===== config.mk =====
export PLATFORM = sky130hd
export DESIGN_NAME = bipolar_output_mode_controller
export DESIGN_NICKNAME = d
export VERILOG_FILES = /design/src/hdl/bomc_pkg.sv /design/src/hdl/bomc_csr.sv /design/src/hdl/bomc_setpoint.sv /design/src/hdl/bipolar_output_mode_controller.sv
export SDC_FILE = /design/constraint.sdc
export NUM_CORES = 1
export LEC_CHECK = 0
export BUFFER_PORTS_ARGS = -buffer_cell sky130_fd_sc_hd__buf_2
export CELL_PAD_IN_SITES_DETAIL_PLACEMENT = 0
export CELL_PAD_IN_SITES_GLOBAL_PLACEMENT = 2
export CORE_ASPECT_RATIO = 1.5
export CORE_UTILIZATION = 36
export DETAILED_ROUTE_END_ITERATION = 10
export PLACE_DENSITY_LB_ADDON = 0.1
export SLEW_MARGIN = 20
export SYNTH_ARGS = -nofsm -noshare
export SYNTH_HDL_FRONTEND = slang
export SYNTH_HIERARCHICAL = 1
export SYNTH_SLANG_ARGS = --single-unit

===== constraint.sdc =====
create_clock -name clock -period 5.4 [get_ports clock]
set_input_delay 1.08 -clock clock [delete_from_list [all_inputs] [get_ports clock]]
set_output_delay 1.08 -clock clock [all_outputs]
set_load 0.05 [all_outputs]

===== src/hdl/bomc_pkg.sv =====
// Shared types and constants for the bipolar output mode controller.
// Used by the top level, the register block and the port checker.
`default_nettype none

package bomc_pkg;

   // Width of the elapsed counters and of the timing registers.
   localparam int CNT_W = 16;

   // Register indexes on the configuration port.
   localparam logic CSR_HALF_PERIOD = 1'b0;
   localparam logic CSR_HOLD_OFF    = 1'b1;

   // Reset values of the timing registers.
   localparam logic [CNT_W-1:0] HALF_PERIOD_RST = 16'd127;
   localparam logic [CNT_W-1:0] HOLD_OFF_RST    = 16'd2000;

   // Operating modes as reported on the result channel.
   typedef enum logic [1:0] {
      MODE_MENU  = 2'd0,
      MODE_RUN   = 2'd1,
      MODE_PAUSE = 2'd2
   } mode_type;

   // Timing configuration handed from the register block to the control logic.
   typedef struct packed {
      logic [CNT_W-1:0] half_period;
      logic [CNT_W-1:0] hold_off;
   } cfg_type;

endpackage

`default_nettype wire


===== src/hdl/bomc_csr.sv =====
// Configuration registers of the bipolar output mode controller on an APB-style port.
// Depends on bomc_pkg for the register indexes, reset values and cfg_type.
`default_nettype none

module bomc_csr import bomc_pkg::*; (
   input  wire logic        clock,
   input  wire logic        reset,
   input  wire logic        csr_psel,
   input  wire logic        csr_penable,
   input  wire logic        csr_pwrite,
   input  wire logic [2:0]  csr_paddr,
   input  wire logic [31:0] csr_pwdata,
   output logic      [31:0] csr_prdata,
   output logic             csr_pready,
   output cfg_type          cfg
);

   logic             wr_en;
   logic [CNT_W-1:0] half_period_ff;
   logic [CNT_W-1:0] hold_off_ff;

   // The port never inserts wait states.
   assign csr_pready = 1'b1;
   assign wr_en      = csr_psel & csr_penable & csr_pwrite;

   // Register writes in the access cycle; word address sits in bit 2.
   always_ff @(posedge clock) begin
      if (reset) begin
         half_period_ff <= HALF_PERIOD_RST;
         hold_off_ff    <= HOLD_OFF_RST;
      end else if (wr_en) begin
         if (csr_paddr[2] == CSR_HALF_PERIOD) begin
            half_period_ff <= csr_pwdata[CNT_W-1:0];
         end else begin
            hold_off_ff <= csr_pwdata[CNT_W-1:0];
         end
      end
   end

   // Read data is the selected register, zero extended.
   always_comb begin
      if (csr_paddr[2] == CSR_HALF_PERIOD) begin
         csr_prdata = {{(32-CNT_W){1'b0}}, half_period_ff};
      end else begin
         csr_prdata = {{(32-CNT_W){1'b0}}, hold_off_ff};
      end
   end

   assign cfg.half_period = half_period_ff;
   assign cfg.hold_off    = hold_off_ff;

endmodule

`default_nettype wire


===== src/hdl/bomc_setpoint.sv =====
// Setpoint register with an incrementally tracked duty value for the mode controller.
// Standalone; the top level supplies the step enable and the setpoint limit.
`default_nettype none

module bomc_setpoint #(
   parameter int SETPOINT_MAX = 1000,
   localparam int SP_W = $clog2(SETPOINT_MAX + 1)
) (
   input  wire logic            clock,
   input  wire logic            reset,
   input  wire logic            step_en,
   output logic     [SP_W-1:0]  setpoint_in,
   output logic     [7:0]       duty_in
);

   // The duty is setpoint*255/SETPOINT_MAX. The setpoint only ever moves in
   // steps of 50 or restarts at 50, so the quotient and remainder are carried
   // along and each step needs just a constant add and one compare-subtract.
   localparam int R_W      = $clog2(SETPOINT_MAX);
   localparam int STEP     = 50;
   localparam int STEP_NUM = STEP * 255;
   localparam int RST_SP   = 100;
   localparam int RST_NUM  = RST_SP * 255;

   localparam logic [SP_W:0]  STEP_X   = (SP_W+1)'(STEP);
   localparam logic [SP_W:0]  MAX_X    = (SP_W+1)'(SETPOINT_MAX);
   localparam logic [SP_W-1:0] SP_WRAP = SP_W'(STEP);
   localparam logic [SP_W-1:0] SP_RST  = SP_W'(RST_SP);
   localparam logic [7:0]     Q_STEP   = 8'(STEP_NUM / SETPOINT_MAX);
   localparam logic [R_W:0]   R_STEP   = (R_W+1)'(STEP_NUM % SETPOINT_MAX);
   localparam logic [R_W:0]   R_MOD    = (R_W+1)'(SETPOINT_MAX);
   localparam logic [7:0]     Q_RST    = 8'(RST_NUM / SETPOINT_MAX);
   localparam logic [R_W-1:0] R_RST    = R_W'(RST_NUM % SETPOINT_MAX);

   logic [SP_W-1:0] setpoint_ff;
   logic [7:0]      duty_ff;
   logic [R_W-1:0]  rem_ff;
   logic [R_W-1:0]  rem_in;
   logic [SP_W:0]   sp_sum;
   logic [R_W:0]    rem_sum;
   logic [R_W:0]    rem_adj;
   logic            carry;

   // Next setpoint and duty; without a step they hold their values.
   always_comb begin
      sp_sum  = {1'b0, setpoint_ff} + STEP_X;
      rem_sum = {1'b0, rem_ff} + R_STEP;
      carry   = (rem_sum >= R_MOD);
      rem_adj = carry ? (rem_sum - R_MOD) : rem_sum;

      setpoint_in = setpoint_ff;
      duty_in     = duty_ff;
      rem_in      = rem_ff;
      if (step_en) begin
         if (sp_sum > MAX_X) begin
            // Past the limit the setpoint restarts at one step.
            setpoint_in = SP_WRAP;
            duty_in     = Q_STEP;
            rem_in      = R_STEP[R_W-1:0];
         end else begin
            setpoint_in = sp_sum[SP_W-1:0];
            duty_in     = duty_ff + Q_STEP + {7'b0, carry};
            rem_in      = rem_adj[R_W-1:0];
         end
      end
   end

   always_ff @(posedge clock) begin
      if (reset) begin
         setpoint_ff <= SP_RST;
         duty_ff     <= Q_RST;
         rem_ff      <= R_RST;
      end else begin
         setpoint_ff <= setpoint_in;
         duty_ff     <= duty_in;
         rem_ff      <= rem_in;
      end
   end

endmodule

`default_nettype wire


===== src/hdl/bipolar_output_mode_controller.sv =====
// Top level of the bipolar output mode controller: tick handshake, mode logic, result register.
// Depends on bomc_pkg, bomc_csr and bomc_setpoint.
//
//   channel  direction  handshake              payload
//   req_     in         req_valid / req_stall  touch_mode, touch_power, touch_start
//   rsp_     out        rsp_valid / rsp_stall  bridge_a, bridge_b, duty, power_hold,
//                                              mode, setpoint
//   csr_     in         APB psel/penable       half_period_ms (0x0), hold_off_ms (0x4)
//
// One request per clock unless a stalled result holds it back; the result register loads its result.
// The state update loops through the state registers; the result register takes a copy of it.
// Reset is synchronous and restores all state but the result payload, and both timing registers.
// A request is taken whenever the result register is empty or its result leaves in the
// same cycle, so a stalled result holds back new requests only while it waits.
`default_nettype none

module bipolar_output_mode_controller import bomc_pkg::*; #(
   parameter int SETPOINT_MAX = 1000,
   localparam int SP_W = $clog2(SETPOINT_MAX + 1)
) (
   input  wire logic            clock,
   input  wire logic            reset,
   // Tick requests
   input  wire logic            req_valid,
   output logic                 req_stall,
   input  wire logic            req_touch_mode,
   input  wire logic            req_touch_power,
   input  wire logic            req_touch_start,
   // Results
   output logic                 rsp_valid,
   input  wire logic            rsp_stall,
   output logic                 rsp_bridge_a,
   output logic                 rsp_bridge_b,
   output logic     [7:0]       rsp_duty,
   output logic                 rsp_power_hold,
   output logic     [1:0]       rsp_mode,
   output logic     [SP_W-1:0]  rsp_setpoint,
   // Configuration
   input  wire logic            csr_psel,
   input  wire logic            csr_penable,
   input  wire logic            csr_pwrite,
   input  wire logic [2:0]      csr_paddr,
   input  wire logic [31:0]     csr_pwdata,
   output logic      [31:0]     csr_prdata,
   output logic                 csr_pready
);

   localparam logic [CNT_W-1:0] CNT_MAX = {CNT_W{1'b1}};

   cfg_type          cfg;
   logic             accept;
   logic             step_en;
   logic [SP_W-1:0]  setpoint_in;
   logic [7:0]       duty_next;

   mode_type         mode_ff,          mode_in;
   logic             prev_mode_ff,     prev_mode_in;
   logic             prev_start_ff,    prev_start_in;
   logic             polarity_ff,      polarity_in;
   logic             leg_a_ff,         leg_a_in;
   logic             leg_b_ff,         leg_b_in;
   logic [CNT_W-1:0] since_flip_ff,    since_flip_in;
   logic             press_active_ff,  press_active_in;
   logic [CNT_W-1:0] press_ticks_ff,   press_ticks_in;
   logic             halted_ff,        halted_in;
   logic [CNT_W-1:0] press_inc;
   logic [CNT_W-1:0] since_inc;
   logic             halt_now;

   logic             rsp_valid_ff,     rsp_valid_in;
   logic             rsp_bridge_a_ff;
   logic             rsp_bridge_b_ff;
   logic [7:0]       rsp_duty_ff,      rsp_duty_in;
   logic             rsp_power_hold_ff;
   logic [1:0]       rsp_mode_ff;
   logic [SP_W-1:0]  rsp_setpoint_ff;

   function automatic logic [CNT_W-1:0] sat_inc(input logic [CNT_W-1:0] v);
      return (v == CNT_MAX) ? v : v + 1'b1;
   endfunction

   // Configuration registers.
   bomc_csr u_csr (
      .clock       (clock),
      .reset       (reset),
      .csr_psel    (csr_psel),
      .csr_penable (csr_penable),
      .csr_pwrite  (csr_pwrite),
      .csr_paddr   (csr_paddr),
      .csr_pwdata  (csr_pwdata),
      .csr_prdata  (csr_prdata),
      .csr_pready  (csr_pready),
      .cfg         (cfg)
   );

   // Setpoint and duty tracking.
   bomc_setpoint #(.SETPOINT_MAX(SETPOINT_MAX)) u_setpoint (
      .clock       (clock),
      .reset       (reset),
      .step_en     (step_en),
      .setpoint_in (setpoint_in),
      .duty_in     (duty_next)
   );

   // A request is taken unless a waiting result is stalled.
   assign req_stall = rsp_valid_ff & rsp_stall;
   assign accept    = req_valid & ~req_stall;

   // Per-tick state update: power hold first, then touch one, touch three, bridge timing.
   always_comb begin
      press_inc = sat_inc(press_ticks_ff);
      since_inc = sat_inc(since_flip_ff);
      halt_now  = req_touch_power & press_active_ff & (press_inc >= cfg.hold_off);

      mode_in         = mode_ff;
      prev_mode_in    = prev_mode_ff;
      prev_start_in   = prev_start_ff;
      polarity_in     = polarity_ff;
      leg_a_in        = leg_a_ff;
      leg_b_in        = leg_b_ff;
      since_flip_in   = since_flip_ff;
      press_active_in = press_active_ff;
      press_ticks_in  = press_ticks_ff;
      halted_in       = halted_ff;
      step_en         = 1'b0;

      if (!halted_ff) begin
         // Hold timing of touch two.
         if (req_touch_power) begin
            press_active_in = 1'b1;
            press_ticks_in  = press_active_ff ? press_inc : '0;
         end else begin
            press_active_in = 1'b0;
            press_ticks_in  = '0;
         end

         if (halt_now) begin
            halted_in = 1'b1;
            leg_a_in  = 1'b0;
            leg_b_in  = 1'b0;
         end else begin
            // Setpoint step on a rising edge of touch one in menu mode.
            step_en      = accept & req_touch_mode & ~prev_mode_ff & (mode_ff == MODE_MENU);
            prev_mode_in = req_touch_mode;

            // Mode step on a rising edge of touch three.
            if (req_touch_start && !prev_start_ff) begin
               if (mode_ff == MODE_RUN) begin
                  mode_in  = MODE_PAUSE;
                  leg_a_in = 1'b0;
                  leg_b_in = 1'b0;
               end else begin
                  mode_in = MODE_RUN;
               end
            end
            prev_start_in = req_touch_start;

            // Polarity flips once the half period has elapsed while running.
            since_flip_in = since_inc;
            if (mode_in == MODE_RUN && since_inc >= cfg.half_period) begin
               since_flip_in = '0;
               polarity_in   = ~polarity_ff;
               leg_a_in      = ~polarity_ff;
               leg_b_in      = polarity_ff;
            end
         end
      end

      rsp_duty_in = (!halted_in && mode_in == MODE_RUN) ? duty_next : 8'd0;
   end

   // Control state advances once per accepted request.
   always_ff @(posedge clock) begin
      if (reset) begin
         mode_ff         <= MODE_MENU;
         prev_mode_ff    <= 1'b0;
         prev_start_ff   <= 1'b0;
         polarity_ff     <= 1'b0;
         leg_a_ff        <= 1'b0;
         leg_b_ff        <= 1'b0;
         since_flip_ff   <= '0;
         press_active_ff <= 1'b0;
         press_ticks_ff  <= '0;
         halted_ff       <= 1'b0;
      end else if (accept) begin
         mode_ff         <= mode_in;
         prev_mode_ff    <= prev_mode_in;
         prev_start_ff   <= prev_start_in;
         polarity_ff     <= polarity_in;
         leg_a_ff        <= leg_a_in;
         leg_b_ff        <= leg_b_in;
         since_flip_ff   <= since_flip_in;
         press_active_ff <= press_active_in;
         press_ticks_ff  <= press_ticks_in;
         halted_ff       <= halted_in;
      end
   end

   // Result register valid: set by a request, cleared when the result leaves.
   always_comb begin
      if (accept) begin
         rsp_valid_in = 1'b1;
      end else if (!rsp_stall) begin
         rsp_valid_in = 1'b0;
      end else begin
         rsp_valid_in = rsp_valid_ff;
      end
   end

   always_ff @(posedge clock) begin
      if (reset) begin
         rsp_valid_ff <= 1'b0;
      end else begin
         rsp_valid_ff <= rsp_valid_in;
      end
   end

   // Result payload, loaded only with a new request.
   always_ff @(posedge clock) begin
      if (accept) begin
         rsp_bridge_a_ff   <= leg_a_in;
         rsp_bridge_b_ff   <= leg_b_in;
         rsp_duty_ff       <= rsp_duty_in;
         rsp_power_hold_ff <= ~halted_in;
         rsp_mode_ff       <= mode_in;
         rsp_setpoint_ff   <= setpoint_in;
      end
   end

   assign rsp_valid      = rsp_valid_ff;
   assign rsp_bridge_a   = rsp_bridge_a_ff;
   assign rsp_bridge_b   = rsp_bridge_b_ff;
   assign rsp_duty       = rsp_duty_ff;
   assign rsp_power_hold = rsp_power_hold_ff;
   assign rsp_mode       = rsp_mode_ff;
   assign rsp_setpoint   = rsp_setpoint_ff;

endmodule

`default_nettype wire


==> run metrics, run 1 <==
mean routed wirelength per cell=around 17 µm; Setup TNS Final=0 ps; RSZ-0062 raised after global routing=false; library cells used by synthesis=80; worst flop-to-flop path startpoint=press_ticks_ff[0]; synthesized flop and latch total=124; CTS sink count=124; Bufs on Longest Clock Path=2; dpl hpwl=15.1 mm; Initial DRT Pass Iterations=6; Hold Crit Endpoint=leg_a_ff; core area=21100 µm²; 1st-iter DRT viols=~470; via count=6574; mapped cell area=7760 µm²; Worst R2R Setup Slack=around 660 ps; port bufs=67; Post-Route Skew=between 9 and 10 ps; hold_sp=leg_a_ff; share of layout cells above drive strength 1=14.6%; sequential share of the synthesized area=roughly a third; final hold violation count=0; gr ovfl total=0; Area Growth Syn to Fin=12.6%; Max Fclk=around 0.21 GHz; CTS tree=yes; DP Cell Count=1182; r2r endpoint=rsp_duty[2]; global-route usage over all layers=a little under a fifth; Mapped Cells=889; n_diodes=0; CTS Buf Count=17; Worst EP required=5580 ps; routability congestion estimate=0.852; leading cell types in the layout, fill and taps excluded=dfxtp_1, nor2_1, buf_2; max cap viols=0; Worst-Skew Late Latency=roughly 430 ps; Async SR Flop Fraction=0%; post_cts resized=0; first-pass GRT wire length=32.7 mm; WP data arrival=4920 ps; Yosys warning count=6; H-tree depth=4; Most used DFF post-synth=dfxtp_1; measured slew at the worst slew-check pin=1070 ps; die area=about 22000 µm²; Cell Pwr Density=between 200 and 300 nW/µm²; pins over their slew limit=0; Hold Crit Depth=1; CTS root buf=clkbuf_16; DRC Markers=0; vias in the first global route=6456; crit share post-route=between 80% and 90%; status=complete, no violations; Setup crit end kind=flop; Post-Route WL=about 20 mm; post-CTS setup buffer count=0; Nets=a little over 1000; clock-pin slew on the worst setup and hold paths=~60 ps; initial cell density of the core=36.9%; critical path class=flop to flop; LEAKAGE=3.63 nW; final setup violation count=0; Mapped Avg Cell Area=8.73 µm²; crit start category=flop; peak fanout along the critical path=10; most common cell after layout, fill and taps aside=dfxtp_1; Slew HR=28.6%; number of synthesized flops with an enable pin=23; cts hold-fix bufs=0; fin crit period=~4700 ps; Worst Reg2Reg Path Length in Cells=16; final cell count without fillers=1214; Die Ht=182 µm; Worst VDD drop=roughly 0.23 mV; initial antenna violation count=0; Final ANT Viol Nets=0; largest net degree at the start of global routing=68; Top Ports=103; cell row count=65; drt via density=5.42; Die X=122 µm; Hold Crit Class=flop to flop
==> stage by stage <==
stage               setup WS [ps]  hold slack, ps  power [W]  instance area (µm²)  utilization, %
floorplan                    1250             426    0.00134                 7820               -
global placement              889             436    0.00141                 8170            38.8
detailed placement            695             447    0.00141                 8170            38.8
CTS                           678             465    0.00255                 8740            41.5
global route                  399             481    0.00262                 8740            41.5
finish                        658             464    0.00252                 8740            41.5
==> per-layer routing <==
layer | part of all wire [%] | GRT usage [%] | wire length [µm]
met5 | 0 | 0 | 0
met4 | 2.5 | 8.54 | 511
met3 | 3.4 | 3.77 | 699
met2 | 55 | 36.1 | 11200
met1 | 39 | 19.6 | 8070
==> worst max-delay path: stages, from the launching register on <==
cell and delay [ps]:
dfxtp_1 370, ha_1 260, and3_1 250, a21oi_1 450
and3_1 290, xor2_1 210, ha_1 290, a21oi_1 150
o21ai_0 130, a211oi_1 270, nand4_1 190, a21oi_1 240
and4b_1 460, o21ai_0 410, o21ai_0 320, nand2_1 70
and2_1 130
==> area by class of cell <==
cell class	instances	area [µm²]
Tap cell	268	335
Sequential cell	124	2710
Clock inverter	15	150
Fill cell	2126	12300
Timing Repair Buffer	75	395
Clock buffer	17	425
Multi-Input combinational cell	669	4550
Inverter	46	173
==> state kept, by name, indices dropped and copies added, names as in the netlist, 2 cells and up <==
| name | cells |
|---|---|
| u_setpoint/rem_ff | 9 |
| u_setpoint/setpoint_ff | 10 |
| u_csr/half_period_ff | 16 |
| rsp_mode | 2 |
| u_csr/hold_off_ff | 16 |
| rsp_duty | 8 |
| mode_ff | 2 |
| since_flip_ff | 16 |
| rsp_setpoint | 10 |
| press_ticks_ff | 16 |
| u_setpoint/duty_ff | 8 |
==> cell families (layout without fill, tap and decap cells) <==
| logic type | after synthesis | count (layout) | synth area share (%) |
|---|---|---|---|
| simple gates | 324 | 324 | 22.2 |
| compound gates | 201 | 201 | 18.1 |
| flops | 124 | 124 | 34.9 |
| buf+inv | 111 | 153 | 7.17 |
| mux | 58 | 58 | 7.83 |
| fa+ha+maj | 40 | 40 | 6.41 |
| xor+xnor | 29 | 29 | 3.27 |
| other cells | 2 | 17 | 0.0967 |
==> synthesized netlist by cell type (9+ instances only) <==
cell type / number / area [µm²]
o31ai_1: 11 / 82.6
a21oi_1: 37 / 185
buf_2: 9 / 45.0
nor3_1: 17 / 85.1
or3_1: 9 / 56.3
o21ai_0: 30 / 150
inv_1: 46 / 173
and2_1: 15 / 93.8
a31oi_1: 15 / 93.8
nand2b_1: 43 / 269
edfxtp_1: 23 / 691
xor2_1: 9 / 78.8
ha_1: 39 / 488
nor2_1: 68 / 255
clkbuf_1: 29 / 109
nand2_1: 66 / 248
nand4_1: 14 / 87.6
dfxtp_1: 101 / 2020
mux2i_1: 36 / 360
a22o_1: 12 / 105
and3_1: 16 / 100
o21a_1: 12 / 90.1
nor2b_1: 15 / 93.8
nand3_1: 29 / 145
xnor2_1: 20 / 175
mux2_2: 22 / 248
buf_4: 19 / 143
==> how the worst max path moves through the flow <==
stage / startpoint / endpoint / slack [ps] / depth (start not counted)
3_5_place_dp: press_ticks_ff[0] / rsp_duty[2] / 700 / 16
3_3_place_gp: press_ticks_ff[0] / rsp_duty[2] / 890 / 16
5_1_grt: press_ticks_ff[15] / rsp_duty[2] / 400 / 16
4_1_cts: press_ticks_ff[0] / rsp_duty[2] / 680 / 16
2_1_floorplan: press_ticks_ff[4] / rsp_duty[5] / 1250 / 18
6_report: press_ticks_ff[0] / rsp_duty[2] / 660 / 16
==> report_power, final <==
part / leakage [nW] / switching, W / total [W] / internal (W)
combinational: 2.33 / 0.000251 / 0.000373 / 0.000122
sequential: 1.04 / 0.0000383 / 0.00102 / 0.000982
clock: 0.255 / 0.000449 / 0.00112 / 0.000675
Note: power is estimated with default switching activity, not from simulation.
==> inputs of run 2 (changes only) <==
CAP_MARGIN = 30   (was default)
REMOVE_ABC_BUFFERS = 1   (was default)
==> run metrics, run 2 (synthesis results as in run 1) <==
Worst-Skew Late Latency=430 ps; WP data arrival=4850 ps; clock-pin slew on the worst setup and hold paths=60 ps; pins over their slew limit=0; DRC Markers=0; Top Ports=103; setup slack after layout=slightly above 700 ps; 1st-iter DRT viols=316; H-tree depth=4; Post-Route WL=20.4 mm; pre-CTS setup slack=667 ps; Hold Crit Class=flop to flop; CTS Buf Count=17; LEAKAGE=3.66 nW; Slew HR=38.5%; Final ANT Viol Nets=0; share of layout cells above drive strength 1=14.9%; Worst EP required=around 5600 ps; Critical Path, Cell by Cell=nand3_1 > nor4_2 > a21oi_1 > and3_1 > xor2_1 > ha_1 > a21oi_1 > o21ai_0 > a211oi_1 > nand4_1 > a21oi_1 > and4b_1 > buf_4 > inv_1 > a21o_1 > a22o_1; worst path bufs/invs=2; crit share post-route=86.7%; most common cell after layout, fill and taps aside=dfxtp_1; Bufs on Longest Clock Path=2; CP delay by family, top=compound AO/OA/AOI/OAI gates; Die X=122 µm; core area=~21000 µm²; status=complete, no violations; largest net degree at the start of global routing=54; crit-path max cell delay=460 ps; cts hold-fix bufs=0; CTS tree=yes; final hold violation count=0; Max Fclk=0.214 GHz; area occupied by multi-input gates=about 4600 µm²; Final Util=41.6%; slowest CP cell=dfxtp_1; CTS sink count=124; mean routed wirelength per cell=~17 µm; Setup TNS Final=0 ps; via count=6500; die area=22200 µm²; Initial DRT Pass Iterations=5; post-CTS setup buffer count=0; FILL cells=2163; routability congestion estimate=0.825; Worst VDD drop=0.190 mV; initial antenna violation count=0; gr ovfl total=0; port bufs=67; drt via density=around 5.3; Post-Route Skew=between 10 and 15 ps; initial cell density of the core=~37%; post_cts resized=0; peak fanout along the critical path=14; vias in the first global route=between 6000 and 7000; global-route usage over all layers=19.3%; RSZ-0062 raised after global routing=false; sequential cell area=2710 µm²; Setup crit end kind=flop; CTS root buf=clkbuf_16; Nets=1021; Die Ht=182 µm; measured slew at the worst slew-check pin=921 ps; most used cell, CP=a21oi_1; leading cell types in the layout, fill and taps excluded=dfxtp_1, nor2_1, buf_2; crit start category=flop; fin crit period=between 4000 and 5000 ps; cell row count=65; dpl hpwl=14.9 mm; Area Growth Syn to Fin=13.0%; max cap viols=0; Cell Pwr Density=286 nW/µm²; first-pass GRT wire length=33.2 mm; n_diodes=0; final setup violation count=0; critical path class=flop to flop
-- run 2: cell count changes in the layout (fill, tap and decap cells not counted) --
cell and change:
inv_6 +1, clkinv_4 +1, clkinv_1 -1, buf_2 +1, clkbuf_16 +1, buf_4 +2
clkinv_2 +1, clkinvlp_4 -3, clkbuf_1 +1, bufinv_16 -1, buf_8 +1
-- run 2: layout make-up --
type                       count  share of cell area, %
multi-input combinational    669                   51.9
tap                          268                   3.82
clock buffer                  19                   5.18
inverter                      46                   1.97
clock inverter                13                   1.33
timing repair buffer          79                   4.91
sequential                   124                   30.9
-- run 2: report_power, final --
part	switching (W)	leakage (nW)	internal [W]
combinational	0.000254	2.35	0.000124
sequential	0.0000383	1.04	0.000982
clock	0.000447	0.265	0.000660
-- run 2: worst reg2reg max path: cells and delay by family, from the launching register on --
| kind | cells | cell delay, ps |
|---|---|---|
| simple gates | 5 | 1460 |
| buf+inv | 2 | 420 |
| compound gates | 7 | 1580 |
| fa+ha+maj | 1 | 300 |
| flops | 1 | 460 |
| xor+xnor | 1 | 210 |
-- run 2: metal layers --
metal	part of all wire (%)	vias up	wire length (µm)	global-route usage, %
met2	53	104	10800	35.7
met3	3.8	24	773	4.24
met4	1.5	0	306	6.47
met5	0	-	0	0
li1	-	3285	-	-
met1	42	3087	8590	21.2
-- run 2: worst paths after layout --
kind                startpoint               to  slack (ps)  cells past startpoint
max reg2reg  press_ticks_ff[4]  rsp_setpoint[9]         720                     16
max          press_ticks_ff[4]  rsp_setpoint[9]         720                     16
min reg2reg    press_active_ff  press_active_ff         470                      2
min            press_active_ff  press_active_ff         470                      2
-- run 2: through the flow --
stage,total power (W),cell area [µm²],std cells,hold WS (ps)
detailed placement,0.00142,8190,1184,451
floorplan,0.00131,7440,839,426
CTS,0.00254,8760,1216,467
finish,0.00251,8770,1218,470
global placement,0.00141,8170,1183,436
global route,0.00262,8770,1218,486
